`src/rtl/wlft_pkg.sv`:
```
// Shared constants and types for the weekly low-flow tracker.
package wlft_pkg;

  localparam int WINDOW_DAYS = 7;
  localparam int FLOW_BITS   = 24;

  localparam int YEAR_BITS  = 12;
  localparam int MONTH_BITS = 4;
  localparam int DAY_BITS   = 5;
  localparam int COUNT_BITS = 4;

  localparam int PTR_BITS = $clog2(WINDOW_DAYS);
  localparam int SUM_BITS = FLOW_BITS + $clog2(WINDOW_DAYS);

  // Division by the window length as multiply by a rounded-up reciprocal.
  localparam int RECIP_SHIFT = SUM_BITS + $clog2(WINDOW_DAYS);
  localparam int RECIP_BITS  = RECIP_SHIFT - $clog2(WINDOW_DAYS) + 1;
  localparam logic [63:0] RECIP_WIDE =
    ((64'd1 << RECIP_SHIFT) + 64'(WINDOW_DAYS) - 64'd1) / 64'(WINDOW_DAYS);
  localparam logic [RECIP_BITS-1:0] RECIP_MULT = RECIP_WIDE[RECIP_BITS-1:0];
  localparam int PROD_BITS = SUM_BITS + RECIP_BITS;

  localparam int IN_DATA_BITS  = 48;
  localparam int OUT_DATA_BITS = 64;

  localparam int APB_ADDR_BITS = 3;
  localparam int APB_DATA_BITS = 32;

  // Register index as decoded from paddr[2].
  localparam logic REG_START_YEAR = 1'b0;
  localparam logic REG_WY_MONTH   = 1'b1;

  localparam logic [MONTH_BITS-1:0] WY_MONTH_RST = MONTH_BITS'(10);
  localparam logic [DAY_BITS-1:0]   FIRST_DAY    = DAY_BITS'(1);
  localparam logic [COUNT_BITS-1:0] COUNT_MAX    = '1;
  localparam logic [COUNT_BITS-1:0] FULL_YEAR    = COUNT_BITS'(12);

  typedef struct packed {
    logic [YEAR_BITS-1:0]  start_year;
    logic [MONTH_BITS-1:0] wy_month;
  } cfg_t;

endpackage

```
`src/rtl/wlft_cfg.sv`:
```
// APB register file: start year and water-year month.
module wlft_cfg (
  input  logic                               clk_i,
  input  logic                               rst_ni,
  input  logic                               psel,
  input  logic                               penable,
  input  logic                               pwrite,
  input  logic [wlft_pkg::APB_ADDR_BITS-1:0] paddr,
  input  logic [wlft_pkg::APB_DATA_BITS-1:0] pwdata,
  output logic [wlft_pkg::APB_DATA_BITS-1:0] prdata,
  output logic                               pready,
  output wlft_pkg::cfg_t                     cfg_o
);

  wlft_pkg::cfg_t cfg_q;
  wlft_pkg::cfg_t cfg_d;
  logic           wr_en;

  assign pready = 1'b1;
  assign wr_en  = psel && penable && pwrite && pready;

  always_comb begin
    cfg_d = cfg_q;
    if (wr_en) begin
      case (paddr[2])
        wlft_pkg::REG_START_YEAR: cfg_d.start_year = pwdata[wlft_pkg::YEAR_BITS-1:0];
        wlft_pkg::REG_WY_MONTH:   cfg_d.wy_month   = pwdata[wlft_pkg::MONTH_BITS-1:0];
        default: cfg_d = cfg_q;
      endcase
    end
  end

  always_ff @(posedge clk_i or negedge rst_ni) begin
    if (!rst_ni) begin
      cfg_q.start_year <= '0;
      cfg_q.wy_month   <= wlft_pkg::WY_MONTH_RST;
    end else begin
      cfg_q <= cfg_d;
    end
  end

  always_comb begin
    case (paddr[2])
      wlft_pkg::REG_START_YEAR:
        prdata = {{(wlft_pkg::APB_DATA_BITS - wlft_pkg::YEAR_BITS){1'b0}}, cfg_q.start_year};
      wlft_pkg::REG_WY_MONTH:
        prdata = {{(wlft_pkg::APB_DATA_BITS - wlft_pkg::MONTH_BITS){1'b0}}, cfg_q.wy_month};
      default: prdata = '0;
    endcase
  end

  assign cfg_o = cfg_q;

endmodule

```
`config.mk`:
```
export PLATFORM = sky130hd
export DESIGN_NAME = wlft_cfg
export DESIGN_NICKNAME = d
export VERILOG_FILES = /design/src/rtl/wlft_pkg.sv /design/src/rtl/wlft_cfg.sv
export SDC_FILE = /design/constraint.sdc
export NUM_CORES = 1
export LEC_CHECK = 0
export BUFFER_PORTS_ARGS = -buffer_cell sky130_fd_sc_hd__clkbuf_2
export CORE_ASPECT_RATIO = 1.5
export CORE_MARGIN = 2
export CORE_UTILIZATION = 40
export CTS_BUF_LIST = sky130_fd_sc_hd__clkbuf_4
export CTS_CLUSTER_DIAMETER = 120
export DETAILED_ROUTE_END_ITERATION = 12
export PLACE_DENSITY = 0.87
export SETUP_SLACK_MARGIN = 0.02
export SYNTH_ARGS = -nofsm -noshare
export SYNTH_HDL_FRONTEND = slang
export SYNTH_SLANG_ARGS = --single-unit
```
`constraint.sdc`:
```
create_clock -name clk_i -period 2.5 [get_ports clk_i]
set_input_delay 0.5 -clock clk_i [delete_from_list [all_inputs] [get_ports clk_i]]
set_output_delay 0.5 -clock clk_i [all_outputs]
set_load 0.05 [all_outputs]
```
==> flow_metrics.py <==
metrics = {
    "synthesis": {
        "avgSynthCellArea_um2": 13.1,
        "synth_top_area_share": 0.378,
        "seq_area_frac_synth": 0.435,
        "ys_async_sr_fraction": 1.00,
        "synth_mux_area_frac": 0.283,
        "synth_area_um2": 927,
        "synth_xor_xnor_area_share": 0,
        "yosys_warnings": 0,
        "ys.flop_type": "dfrtp_1",
        "synth_edf_count": 0,
        "yosys.cell_types.count": 11,
        "synth_top_family_by_area": "multiplexers",
        "synth_compound_area_frac": 0,
        "synth_area_leaders": "dfrtp_1 (38%), buf_4 (17%), mux2_4 (16%), mux2_2 (12%), dfstp_2 (5.7%)",
        "yosys.area.top_type": "dfrtp_1",
        "synth-seq-cells": 16,
        "synthAdderAreaFrac": 0,
        "yosysMostFrequentCell": "buf_4",
        "netlist_instances": 71,
        "yosys.area_share.simple": 0.0864,
        "synthTopCellsByCount": "buf_4 (21), dfrtp_1 (14), mux2_2 (10), mux2_4 (10), nor2b_1 (8)",
    },
    "pwr": {
        "peakVddDrop_mv": 0.459,
        "p_leak_nw": 0.635,
        "p_per_area_nw_per_um2": 1020,
    },
    "cts": {
        "htree_levels": 1,
        "clock-sinks": 16,
        "cts_resized": 0,
        "cts_hold_buf": 0,
        "cts_tree": "yes",
        "clock_path_buffers": 2,
        "cts_setup_buffers": 0,
        "clock_latency_ns": 0.27,
        "clk_pin_slew_ns": 0.09,
        "cts-root-buf": "clkbuf_4",
        "cts_made_buffers": 3,
    },
    "global_routing": {
        "grt_pass1_wl_um": 2480,
        "grt_start_max_net_pins": 17,
        "busiest_layer": "met2",
        "use_met3": 0.00867,
        "use_met2": 0.213,
        "antenna_found_initial": 0,
        "grt.overflow.total": 0,
        "grt_usage": 0.121,
        "grt_pass1_vias": 545,
        "use_met1": 0.133,
    },
    "timing": {
        "finalSetupViolCount": 0,
        "min_period_ns": 1.89,
        "fin_tns_setup_ns": 0,
        "rsz0062_at_grt": "false",
        "whs_ns": 0.122,
        "hold_violations": 0,
        "skew_ns": 0,
        "fin_crit_sh": 0.756,
        "fmax_mhz": 529,
        "drv_slew": 0,
    },
    "detailed_routing": {
        "num_vias": 610,
        "firstDrtPassIters": 2,
        "drc": 0,
        "drt-total-wl_um": 1660,
        "first_iter_violations": 6,
        "vias_per_cell": 4.39,
        "final_antenna_net_count": 0,
        "wl_per_cell_um": 11.9,
    },
    "final_layout": {
        "nets": 157,
        "multi_input_area_um2": 422,
        "fill_cells": 215,
        "diodes": 0,
        "area.growth.synth_to_final_pct": 19.2,
        "seq_area_um2": 403,
        "fin_area_um2": 1100,
        "drive_above_1_share": 0.612,
        "largest_reg_flops": 16,
    },
    "critical_path": {
        "arrival_ns": 1.39,
        "r2r-end": "cfg_o[6]",
        "slowest_stage": "mux2_2",
        "startpoint_type": "input port",
        "endpoint_kind": "output port",
        "ff2ff_path_depth": 1,
        "path_cells": "clkbuf_2, mux2_2, clkbuf_2",
        "crit_type": "in -> out",
        "required_ns": 2.00,
        "r2r-start": "cfg_o[6]",
        "rrSetupSlack_ns": 1.71,
        "crit_top_cell": "clkbuf_2",
        "cp_slowest_stage_delay_ns": 0.37,
        "critPathMaxFanout": 14,
    },
    "die": {
        "die_x_um": 43.3,
        "dieArea_um2": 2730,
        "num_rows": 21,
        "die_y_um": 63.0,
        "core_um2": 2210,
        "start_util": 0.420,
        "ioPinCount": 89,
    },
    "min_path": {
        "hp-class": "in -> async",
    },
    "place": {
        "io_buffer_count": 45,
        "gp_congestion": 0.764,
        "post_dp_cell_area_um2": 1080,
        "dp_hpwl_um": 1310,
    },
    "outcome": {
        "status": "finished clean",
    },
    "job": {
        "cap_violations": 0,
    },
}
[worst max-delay path, delay by kind of cell]
family / cells / cell delay (ns)
buffers and inverters: 2 / 0.51
muxes: 1 / 0.37
[cells in the final DEF, fill, tap and decap left out]
cell      instances
clkinv_1          1
clkbuf_2         45
nor2b_1           8
dfstp_2           2
dfrtp_1          14
nand4b_4          1
clkbuf_4          3
mux2_2           10
nand4_1           1
mux2_4           10
conb_1           21
[power by group]
group	switching [mW]	internal [mW]	total [mW]
combinational	0.467	0.154	0.621
clock	0.0785	0.0578	0.136
sequential	0.0430	0.321	0.364
total	0.589	0.533	1.12
[metrics by stage]
| stage | power [mW] | setup slack [ns] | utilization | instances |
|---|---|---|---|---|
| 2_1_floorplan | 0.894 | 0.596 | - | 90 |
| 3_3_place_gp | 0.984 | 0.619 | 0.489 | 135 |
| 3_5_place_dp | 0.994 | 0.602 | 0.489 | 135 |
| 4_1_cts | 1.13 | 0.603 | 0.501 | 139 |
| 5_1_grt | 1.17 | 0.571 | 0.501 | 139 |
| 6_report | 1.12 | 0.610 | 0.501 | 139 |
[routing by layer]
layer | vias up | part of all wire
met5 | - | 0
met4 | 0 | 0.016
met3 | 2 | 0.069
met2 | 35 | 0.55
met1 | 290 | 0.36
li1 | 283 | -
[worst max path at each step]
stage | start | endpoint | cells after the start
3_3_place_gp | paddr[2] | prdata[0] | 3
4_1_cts | paddr[2] | prdata[0] | 3
2_1_floorplan | cfg_o[14] | prdata[10] | 1
3_5_place_dp | paddr[2] | prdata[0] | 3
6_report | paddr[2] | prdata[2] | 3
5_1_grt | paddr[2] | prdata[0] | 3
[cell families (layout without fill, tap and decap cells)]
group	after synthesis	count (layout)
simple gates	10	10
buf+inv	23	49
other cells	2	21
flops	16	16
mux	20	20
[final cells by class]
class                      instances  area share
multi-input combinational         51       0.382
sequential                        16       0.365
timing repair buffer              45       0.204
tap                               23      0.0260
clock buffer                       3      0.0204
clock inverter                     1     0.00340
(Power assumes the default switching activity.)
