==> src/rtl/wlft_ram.sv <==
// Generic single-write, single-read RAM with registered read data.
module wlft_ram #(
  parameter int WIDTH = 8,
  parameter int DEPTH = 8,
  localparam int AW = (DEPTH > 1) ? $clog2(DEPTH) : 1
) (
  input  logic             clk_i,
  input  logic             we_i,
  input  logic [AW-1:0]    waddr_i,
  input  logic [WIDTH-1:0] wdata_i,
  input  logic             re_i,
  input  logic [AW-1:0]    raddr_i,
  output logic [WIDTH-1:0] rdata_o
);

  logic [WIDTH-1:0] mem_q [DEPTH];
  logic [WIDTH-1:0] rdata_q;

  always_ff @(posedge clk_i) begin
    if (we_i) begin
      mem_q[waddr_i] <= wdata_i;
    end
    if (re_i) begin
      rdata_q <= mem_q[raddr_i];
    end
  end

  assign rdata_o = rdata_q;

endmodule

==> config.mk <==
export PLATFORM = sky130hd
export DESIGN_NAME = wlft_ram
export DESIGN_NICKNAME = d
export VERILOG_FILES = /design/src/rtl/wlft_ram.sv
export SDC_FILE = /design/constraint.sdc
export NUM_CORES = 1
export LEC_CHECK = 0
export BUFFER_PORTS_ARGS = -buffer_cell sky130_fd_sc_hd__buf_4
export CORE_MARGIN = 2
export CORE_UTILIZATION = 40
export DETAILED_ROUTE_END_ITERATION = 12
export PLACE_DENSITY = 0.59
export SYNTH_ARGS = -nofsm -noshare
export SYNTH_HDL_FRONTEND = slang
export SYNTH_SLANG_ARGS = --single-unit
==> constraint.sdc <==
create_clock -name clk_i -period 2.9 [get_ports clk_i]
set_input_delay 0.725 -clock clk_i [delete_from_list [all_inputs] [get_ports clk_i]]
set_output_delay 0.725 -clock clk_i [all_outputs]
set_load 0.02 [all_outputs]
==> results of run 1 <==
==> kinds of logic after synthesis <==
family | Yosys count | share of synthesized area
buffers and inverters | 5 | 0.0158
AND/OR/NAND/NOR | 13 | 0.0212
flip-flops | 72 | 0.780
multiplexers | 24 | 0.183
==> report_power, final <==
group	switching [µW]	internal [µW]	total, µW
clock network	347	563	911
registers	8.31	1190	1200
logic	64.5	65.7	130
total	420	1820	2240
==> worst max-delay path, cell delays in order <==
cell	delay, ns
buf_4	0.25
mux4_1	0.59
mux2_2	0.27
==> how the worst max path moves through the flow <==
stage / startpoint / endpoint / slack [ns] / cells past startpoint
6_report: raddr_i[0] / rdata_o[2]$_DFFE_PP_ / 1.15 / 3
5_1_grt: raddr_i[0] / rdata_o[2]$_DFFE_PP_ / 1.12 / 3
4_1_cts: raddr_i[0] / rdata_o[2]$_DFFE_PP_ / 1.15 / 3
3_5_place_dp: raddr_i[0] / rdata_o[1]$_DFFE_PP_ / 0.78 / 3
3_3_place_gp: raddr_i[0] / rdata_o[3]$_DFFE_PP_ / 0.81 / 3
2_1_floorplan: raddr_i[0] / rdata_o[1]$_DFFE_PP_ / 0.89 / 4
==> per-layer routing <==
layer | global-route usage | share of wire | vias to the layer above
met5 | 0 | 0 | -
met4 | 0.0797 | 0.020 | 0
met3 | 0.0322 | 0.039 | 7
met2 | 0.239 | 0.56 | 37
met1 | 0.140 | 0.38 | 616
li1 | - | - | 566
==> flip-flops by register name (all words and copies together), names as in the netlist <==
signal / flops
mem_q: 64
rdata_o: 8
==> placed cells by master (no fill, tap or decap) <==
| cell | count |
|---|---|
| clkinvlp_4 | 1 |
| nand2_1 | 2 |
| clkbuf_8 | 9 |
| nand2b_1 | 3 |
| nor2_1 | 6 |
| clkinv_1 | 2 |
| edfxtp_1 | 72 |
| mux4_2 | 1 |
| mux2_2 | 8 |
| nor3_1 | 2 |
| clkinv_2 | 1 |
| mux4_1 | 15 |
| bufinv_16 | 3 |
| buf_4 | 32 |
==> cell type report <==
cell class,instances,area (µm²)
sequential,72,2160
timing repair buffer,32,240
clock inverter,7,110
multi-input combinational,37,566
clock buffer,9,124
fill,553,3450
tap,80,100
==> per-stage QoR <==
stage	utilization	std cells	power (µW)	hold slack (ns)	area [µm²]
3_3_place_gp	0.454	221	1340	0.724	3070
2_1_floorplan	-	114	1290	0.716	2770
4_1_cts	0.489	237	2260	0.597	3300
6_report	0.489	237	2240	0.614	3300
3_5_place_dp	0.454	221	1350	0.734	3070
5_1_grt	0.489	237	2300	0.606	3300
==> results.cfg, run 1 <==
[yosys]
synthArstFlopShare = 0
synth_cell_types = 13
yosysSeqAreaShare = 0.780
yosysMostFrequentCell = edfxtp_1
syn_nets = 131
synth_edf_count = 72
netlist.area_leader.share = 0.780
yosys-top-cells-area = edfxtp_1 (78%), mux4_1 (14%), mux2_2 (3.3%), mux4_2 (0.81%), nor2_1 (0.81%)
synthTopCellsByCount = edfxtp_1 (72), mux4_1 (15), mux2_2 (8)
ys_ff_latch = 72
syn-cell-area_um2 = 2770
postSynthCellCount = 114
synthFlopType = edfxtp_1
yosysWarnings = 0
yosysTopAreaCell = edfxtp_1
avgSynthCellArea_um2 = 24.3

[critical_path]
rr_startpoint = mem_q[1][1]$_DFFE_PP_
start_kind = input port
endpoint_kind = flop
crit_path_max_fanout = 16
critical_path_required_ns = 2.99
critPathKind = in -> reg
rrSetupSlack_ns = 1.51
worst_ep_arrival_time_ns = 1.84
worst_r2r_endpoint = rdata_o[1]$_DFFE_PP_
r2r_cells = 2

[global_route]
grt_usage = 0.133
grt_max_degree = 17
grt_first_pass_wirelength_mm = 6.77
overflow = 0
grt_pass1_vias = 1256
grt_antenna_before_repair = 0

[routing]
num_vias = 1226
wire_per_inst_um = 19.2
routed_via_density = 5.17
ant_nets = 0
drc = 0
first_pass_iters = 4
drt_wl_total_mm = 4.56
drtIter0Drc = 160

[timing]
tightest_slew_ns = 0.261
worst_slack_ns = 1.15
layout_worst_path_cycle_share = 0.604
slew_violations = 0
report.final.hold_viol_count = 0
period_needed_ns = 1.75
slew_headroom = 0.826
tns_ns = 0
setup_violations = 0
max_freq_mhz = 571
finClkSkew_ns = 0.00414
rsz0062_at_grt = false

[clocking]
clkTransAtPathRegs_ns = 0.07
clock_latency_ns = 0.34
cts-root-buf = clkbuf_8
numCtsBuffers = 9
cts_sinks = 72
cts_max_path_buffers = 2
ctsHoldBuffers = 0
htreeDepth = 3
ctsResizeCount = 0
cts_tree = yes
post_cts_buffers = 0

[layout]
layout-drive-gt1-share = 0.350
antenna_cells = 0
syn_to_final_growth_pct = 19.1
fin_nets = 169

[hold_path]
holdPathEnd = mem_q[4][0]$_DFFE_PP_
hold_start = wdata_i[0]
hold_depth = 1
hold_path_class = in -> reg

[power_and_ir_drop]
irDropWorstVdd_v = 0.000330
p_per_area_nw_per_um2 = 677
leakagePower_uw = 0.00115

[placement]
place_congestion = 0.677
post-dp-hpwl_mm = 2.91
dp_slack_ns = 0.782
portBuffers = 24

[die]
die_h_um = 87.2
rows = 30
die-width_um = 87.2
core_area_um2 = 6760
die_area_um2 = 7610
io_pins = 25
initial_utilization = 0.410

[run]
cap_violations = 0

[run_status]
outcome = completed
Note: power is estimated with default switching activity, not from simulation.
==> run 2, diff against run 1 <==
==> constraint.sdc (replaced) <==
create_clock -name clk_i -period 1.8 [get_ports clk_i]
set_input_delay 0.45 -clock clk_i [delete_from_list [all_inputs] [get_ports clk_i]]
set_output_delay 0.45 -clock clk_i [all_outputs]
set_load 0.02 [all_outputs]
==> run 2 against run 1 <==
Net effect:
- register-to-register slack got worse by 1.1 ns
- setup slack got worse by 0.82 ns
- critical path depth unchanged
- sequential share of layout area increased by 0.45 points
- critical path type unchanged
- critical endpoint unchanged
- largest cell class unchanged
- largest power group unchanged
==> results.cfg, run 2 (synthesized netlist as in run 1, its figures left out) <==
[run_status]
outcome = completed

[critical_path]
rrSetupSlack_ns = 0.41
crit_family = multiplexers
critical_path_required_ns = 1.89
crit_path_max_fanout = 16
start_kind = input port
worstSetupStartpoint = raddr_i[0]
crit_chain = buf_4 > mux4_1 > mux2_2
critPathKind = in -> reg
worst_r2r_endpoint = rdata_o[4]$_DFFE_PP_
worst_ep_arrival_time_ns = 1.56
r2r_cells = 2
crit_slowest_cell = mux4_1
endpoint_kind = flop
max_stage_delay_ns = 0.59
crit_buf_inv = 1
rr_startpoint = mem_q[3][4]$_DFFE_PP_

[layout]
syn_to_final_growth_pct = 18.3
fillers = 555
stdcell_count = 237
final_cell_mix = edfxtp_1 (72), buf_4 (32), mux4_1 (15)
antenna_cells = 0
layout-drive-gt1-share = 0.350
final_common_cell = edfxtp_1
fin_nets = 169
design_area_um2 = 3280
largest_reg_flops = 64
largest-register = mem_q
finalCoreUtilization = 0.485

[routing]
first_pass_iters = 3
wire_per_inst_um = 18.7
drt_wl_total_mm = 4.43
ant_nets = 0
num_vias = 1194
drc = 0
drtIter0Drc = 139
routed_via_density = 5.04

[clocking]
cts-root-buf = clkbuf_8
clock_latency_ns = 0.34
post_cts_buffers = 0
cts_tree = yes
ctsResizeCount = 0
ctsHoldBuffers = 0
htreeDepth = 3
cts_max_path_buffers = 2
numCtsBuffers = 9
clkTransAtPathRegs_ns = 0.07
cts_sinks = 72

[run]
cap_violations = 0

[die]
die_area_um2 = 7610
core_area_um2 = 6760
die_h_um = 87.2
initial_utilization = 0.410
io_pins = 25
rows = 30
die-width_um = 87.2

[timing]
setup_violations = 0
report.final.hold_viol_count = 0
period_needed_ns = 1.47
rsz0062_at_grt = false
finClkSkew_ns = 0.00622
slew_violations = 0
tightest_slew_ns = 0.257
max_freq_mhz = 678
slew_headroom = 0.829
layout_worst_path_cycle_share = 0.819

[power_and_ir_drop]
combPwrFrac = 0.060
switching_share = 0.193
p_int_uw = 2790
clock_power_share = 0.383
irDropWorstVdd_v = 0.000414
switching_power_uw = 669
p_per_area_nw_per_um2 = 1060
pwr-share-seq = 0.557
leakagePower_uw = 0.00114

[placement]
dpl_cell_area_um2 = 3070
dp.cells = 221
portBuffers = 24
post-dp-hpwl_mm = 2.83
place_congestion = 0.676

[global_route]
grt_max_degree = 17
grt_usage = 0.130
overflow = 0
grt_pass1_vias = 1274
grt_first_pass_wirelength_mm = 6.65
grt_antenna_before_repair = 0

[hold_path]
hold_depth = 1
holdPathEnd = mem_q[5][7]$_DFFE_PP_
hold_start = wdata_i[7]
hold_path_class = in -> reg
==> run 2: cell type report <==
| type | instances | area (µm²) | share of cell area |
|---|---|---|---|
| well taps | 80 | 100 | 0.0305 |
| flip-flops and latches | 72 | 2160 | 0.659 |
| multi-input cells | 37 | 566 | 0.172 |
| clock buffers | 10 | 128 | 0.0389 |
| clock inverters | 6 | 83.8 | 0.0256 |
| repair buffers | 32 | 240 | 0.0733 |
==> run 2: through the flow <==
stage	hold slack, ns	power [µW]	setup WS, ns	setup TNS [ns]
after global routing	0.324	3590	0.295	0
final	0.339	3460	0.325	0
after detailed placement	0.684	2180	-0.0358	-0.232
after CTS	0.324	3510	0.331	0
after floorplan	0.549	2080	0.0669	0
after global placement	0.674	2170	-0.0352	-0.0889
==> run 2: power by group through the flow <==
stage / clock network (µW) / logic (µW) / registers [µW]
final: 1330 / 207 / 1930
after global routing: 1430 / 226 / 1930
after CTS: 1370 / 212 / 1930
after detailed placement: 0 / 212 / 1970
after global placement: 0 / 204 / 1960
after floorplan: 0 / 101 / 1980
==> run 2: worst max path at each step <==
stage | endpoint | slack (ns) | cells past startpoint
2_1_floorplan | rdata_o[1]$_DFFE_PP_ | 0.07 | 4
3_3_place_gp | rdata_o[5]$_DFFE_PP_ | -0.04 | 3
3_5_place_dp | rdata_o[1]$_DFFE_PP_ | -0.04 | 3
4_1_cts | rdata_o[2]$_DFFE_PP_ | 0.33 | 3
5_1_grt | rdata_o[5]$_DFFE_PP_ | 0.29 | 3
6_report | rdata_o[2]$_DFFE_PP_ | 0.33 | 3
==> run 2: metal layers <==
layer	global-route usage	up-vias	share of wire
li1	-	565	-
met5	0	-	0
met4	0.0615	0	0.017
met2	0.231	25	0.56
met1	0.134	596	0.37
met3	0.0521	8	0.048
==> run 3, diff against run 2 <==
--- a/config.mk
+++ b/config.mk
@@ -5,6 +5,7 @@
 export SDC_FILE = /design/constraint.sdc
 export NUM_CORES = 1
 export LEC_CHECK = 0
+export ABC_AREA = 1
 export BUFFER_PORTS_ARGS = -buffer_cell sky130_fd_sc_hd__buf_4
 export CORE_MARGIN = 2
 export CORE_UTILIZATION = 40
==> constraint.sdc (replaced) <==
create_clock -name clk_i -period 1.52 [get_ports clk_i]
set_input_delay 0.38 -clock clk_i [delete_from_list [all_inputs] [get_ports clk_i]]
set_output_delay 0.38 -clock clk_i [all_outputs]
set_load 0.02 [all_outputs]
==> run 3 against run 2 <==
Net effect:
- design area rose by 9.0%
- clock-buffer cell count rose by 1
- critical path depth fell by 2
- wire length rose by 32%
- critical path type is now reg -> out
- largest power group unchanged
- highest routed layer unchanged
==> results.cfg, run 3 <==
[yosys]
yosys.area_share.simple = 0.193
synth_xor_area_frac = 0
yosysSeqAreaShare = 0.691
synth_top_family_by_area = simple AND/OR/NAND/NOR gates
syn-cell-area_um2 = 3130
synth_edf_count = 72
yosys-top-cells-area = edfxtp_1 (69%), nand2_1 (13%), inv_1 (8.2%), nand3_1 (5.1%), buf_6 (2.2%)
ys_ff_latch = 72
synthMuxAreaShare = 0
postSynthCellCount = 303
avgSynthCellArea_um2 = 10.3
yosysMostFrequentCell = nand2_1
synth_cell_types = 10
netlist.area_leader.share = 0.691
synth_compound_area_frac = 0
synthArstFlopShare = 0
yosysTopAreaCell = edfxtp_1
yosys.area_share.adder = 0
yosysWarnings = 0
syn_nets = 320
synthTopCellsByCount = nand2_1 (110), edfxtp_1 (72), inv_1 (68)
synthFlopType = edfxtp_1

[power_and_ir_drop]
leakagePower_uw = 0.00165
p_per_area_nw_per_um2 = 1070
irDropWorstVdd_v = 0.000408

[timing]
worst_slack_ns = 0.213
period_needed_ns = 1.31
tightest_slew_ns = 0.320
max_freq_mhz = 765
slew_violations = 0
finClkSkew_ns = 0.00523
slew_headroom = 0.786
report.final.hold_viol_count = 0
tns_ns = 0
setup_violations = 0
rsz0062_at_grt = false
layout_worst_path_cycle_share = 0.860

[placement]
dp_slack_ns = 0.150
place_congestion = 0.777
post-dp-hpwl_mm = 3.91
dp.cells = 429
portBuffers = 24

[routing]
drt_wl_total_mm = 5.87
drtIter0Drc = 101
drc = 0
ant_nets = 0
num_vias = 1968
routed_via_density = 4.42
first_pass_iters = 5
wire_per_inst_um = 13.2

[critical_path]
crit_buf_inv = 1
endpoint_kind = output port
critPathKind = reg -> out
crit_path_max_fanout = 1
crit_chain = buf_4
rrSetupSlack_ns = 0.53
crit_slowest_cell = edfxtp_1
max_stage_delay_ns = 0.41
critical_path_required_ns = 1.14
crit_family = flip-flops
start_kind = flop
worst_ep_arrival_time_ns = 0.93

[die]
die_h_um = 92.5
io_pins = 25
die_area_um2 = 8550
core_area_um2 = 7650
die-width_um = 92.5
rows = 32
initial_utilization = 0.409

[layout]
syn_to_final_growth_pct = 14.2
layout-drive-gt1-share = 0.140
fin_nets = 355
final_cell_mix = nand2_1 (110), edfxtp_1 (72), inv_1 (68)
final_common_cell = nand2_1
finalCoreUtilization = 0.468
largest-register = mem_q
antenna_cells = 0
stdcell_count = 445
largest_reg_flops = 64

[run_status]
outcome = completed

[clocking]
cts_tree = yes
cts-root-buf = clkbuf_8
ctsResizeCount = 0
htreeDepth = 3
ctsHoldBuffers = 0
numCtsBuffers = 9
cts_max_path_buffers = 2
clkTransAtPathRegs_ns = 0.07
post_cts_buffers = 0
clock_latency_ns = 0.34
cts_sinks = 72

[global_route]
met1_usage = 0.204
gr-usage-met3 = 0.0431
grt_pass1_vias = 1925
grt_first_pass_wirelength_mm = 9.74
met2_usage = 0.251
grt_max_degree = 33
overflow = 0
top_usage_layer = met2
grt_antenna_before_repair = 0
grt_usage = 0.158

[run]
cap_violations = 0

[hold_path]
hold_path_class = in -> reg
-- run 3: cell types whose count changed after synthesis, sizes merged, moves of 2 or more --
cell and delta:
buf +7, inv +70, mux2 -8, mux4 -16
nand2 +108, nand2b -3, nand3 +32, nor2 +2
nor3 -2
-- run 3: path summary, 6_finish.rpt --
kind                               from  cells past startpoint                     to
hold reg to reg   mem_q[2][5]$_DFFE_PP_                      6   rdata_o[5]$_DFFE_PP_
setup / recovery   rdata_o[1]$_DFFE_PP_                      1             rdata_o[1]
setup reg to reg  mem_q[1][7]$_DFFE_PP_                      6   rdata_o[7]$_DFFE_PP_
hold / removal               wdata_i[4]                      1  mem_q[1][4]$_DFFE_PP_
-- run 3: power breakdown --
group | switching [µW] | internal (µW) | leakage, µW
logic | 199 | 116 | 0.000911
clock network | 654 | 574 | 0.0000758
registers | 18.4 | 2270 | 0.000661
total | 872 | 2960 | 0.00165
-- run 3: final cells by class --
cell class              count  area (µm²)
clock buffers              11         131
fillers                   718        4070
well taps                 102         128
inverters                  70         265
repair buffers             35         263
flip-flops and latches     72        2160
clock inverters             5        23.8
multi-input cells         150         603
-- run 3: cell families (layout without fill, tap and decap cells) --
group,Yosys count,count (layout)
and+or+nand+nor,150,150
DFF,72,72
buffers and inverters,81,121
-- run 3: per-stage QoR --
step           cell area, µm²  total power (µW)  hold slack (ns)
3_3_place_gp             3420              2650            0.618
3_5_place_dp             3420              2650            0.615
2_1_floorplan            3130              2520            0.479
4_1_cts                  3580              3880            0.247
5_1_grt                  3580              4010            0.249
6_report                 3580              3830            0.267
-- run 3: per-layer routing --
| metal | vias to the layer above | part of all wire |
|---|---|---|
| met3 | 8 | 0.043 |
| met4 | 0 | 0.014 |
| li1 | 1008 | - |
| met5 | - | 0 |
| met2 | 44 | 0.47 |
| met1 | 908 | 0.47 |
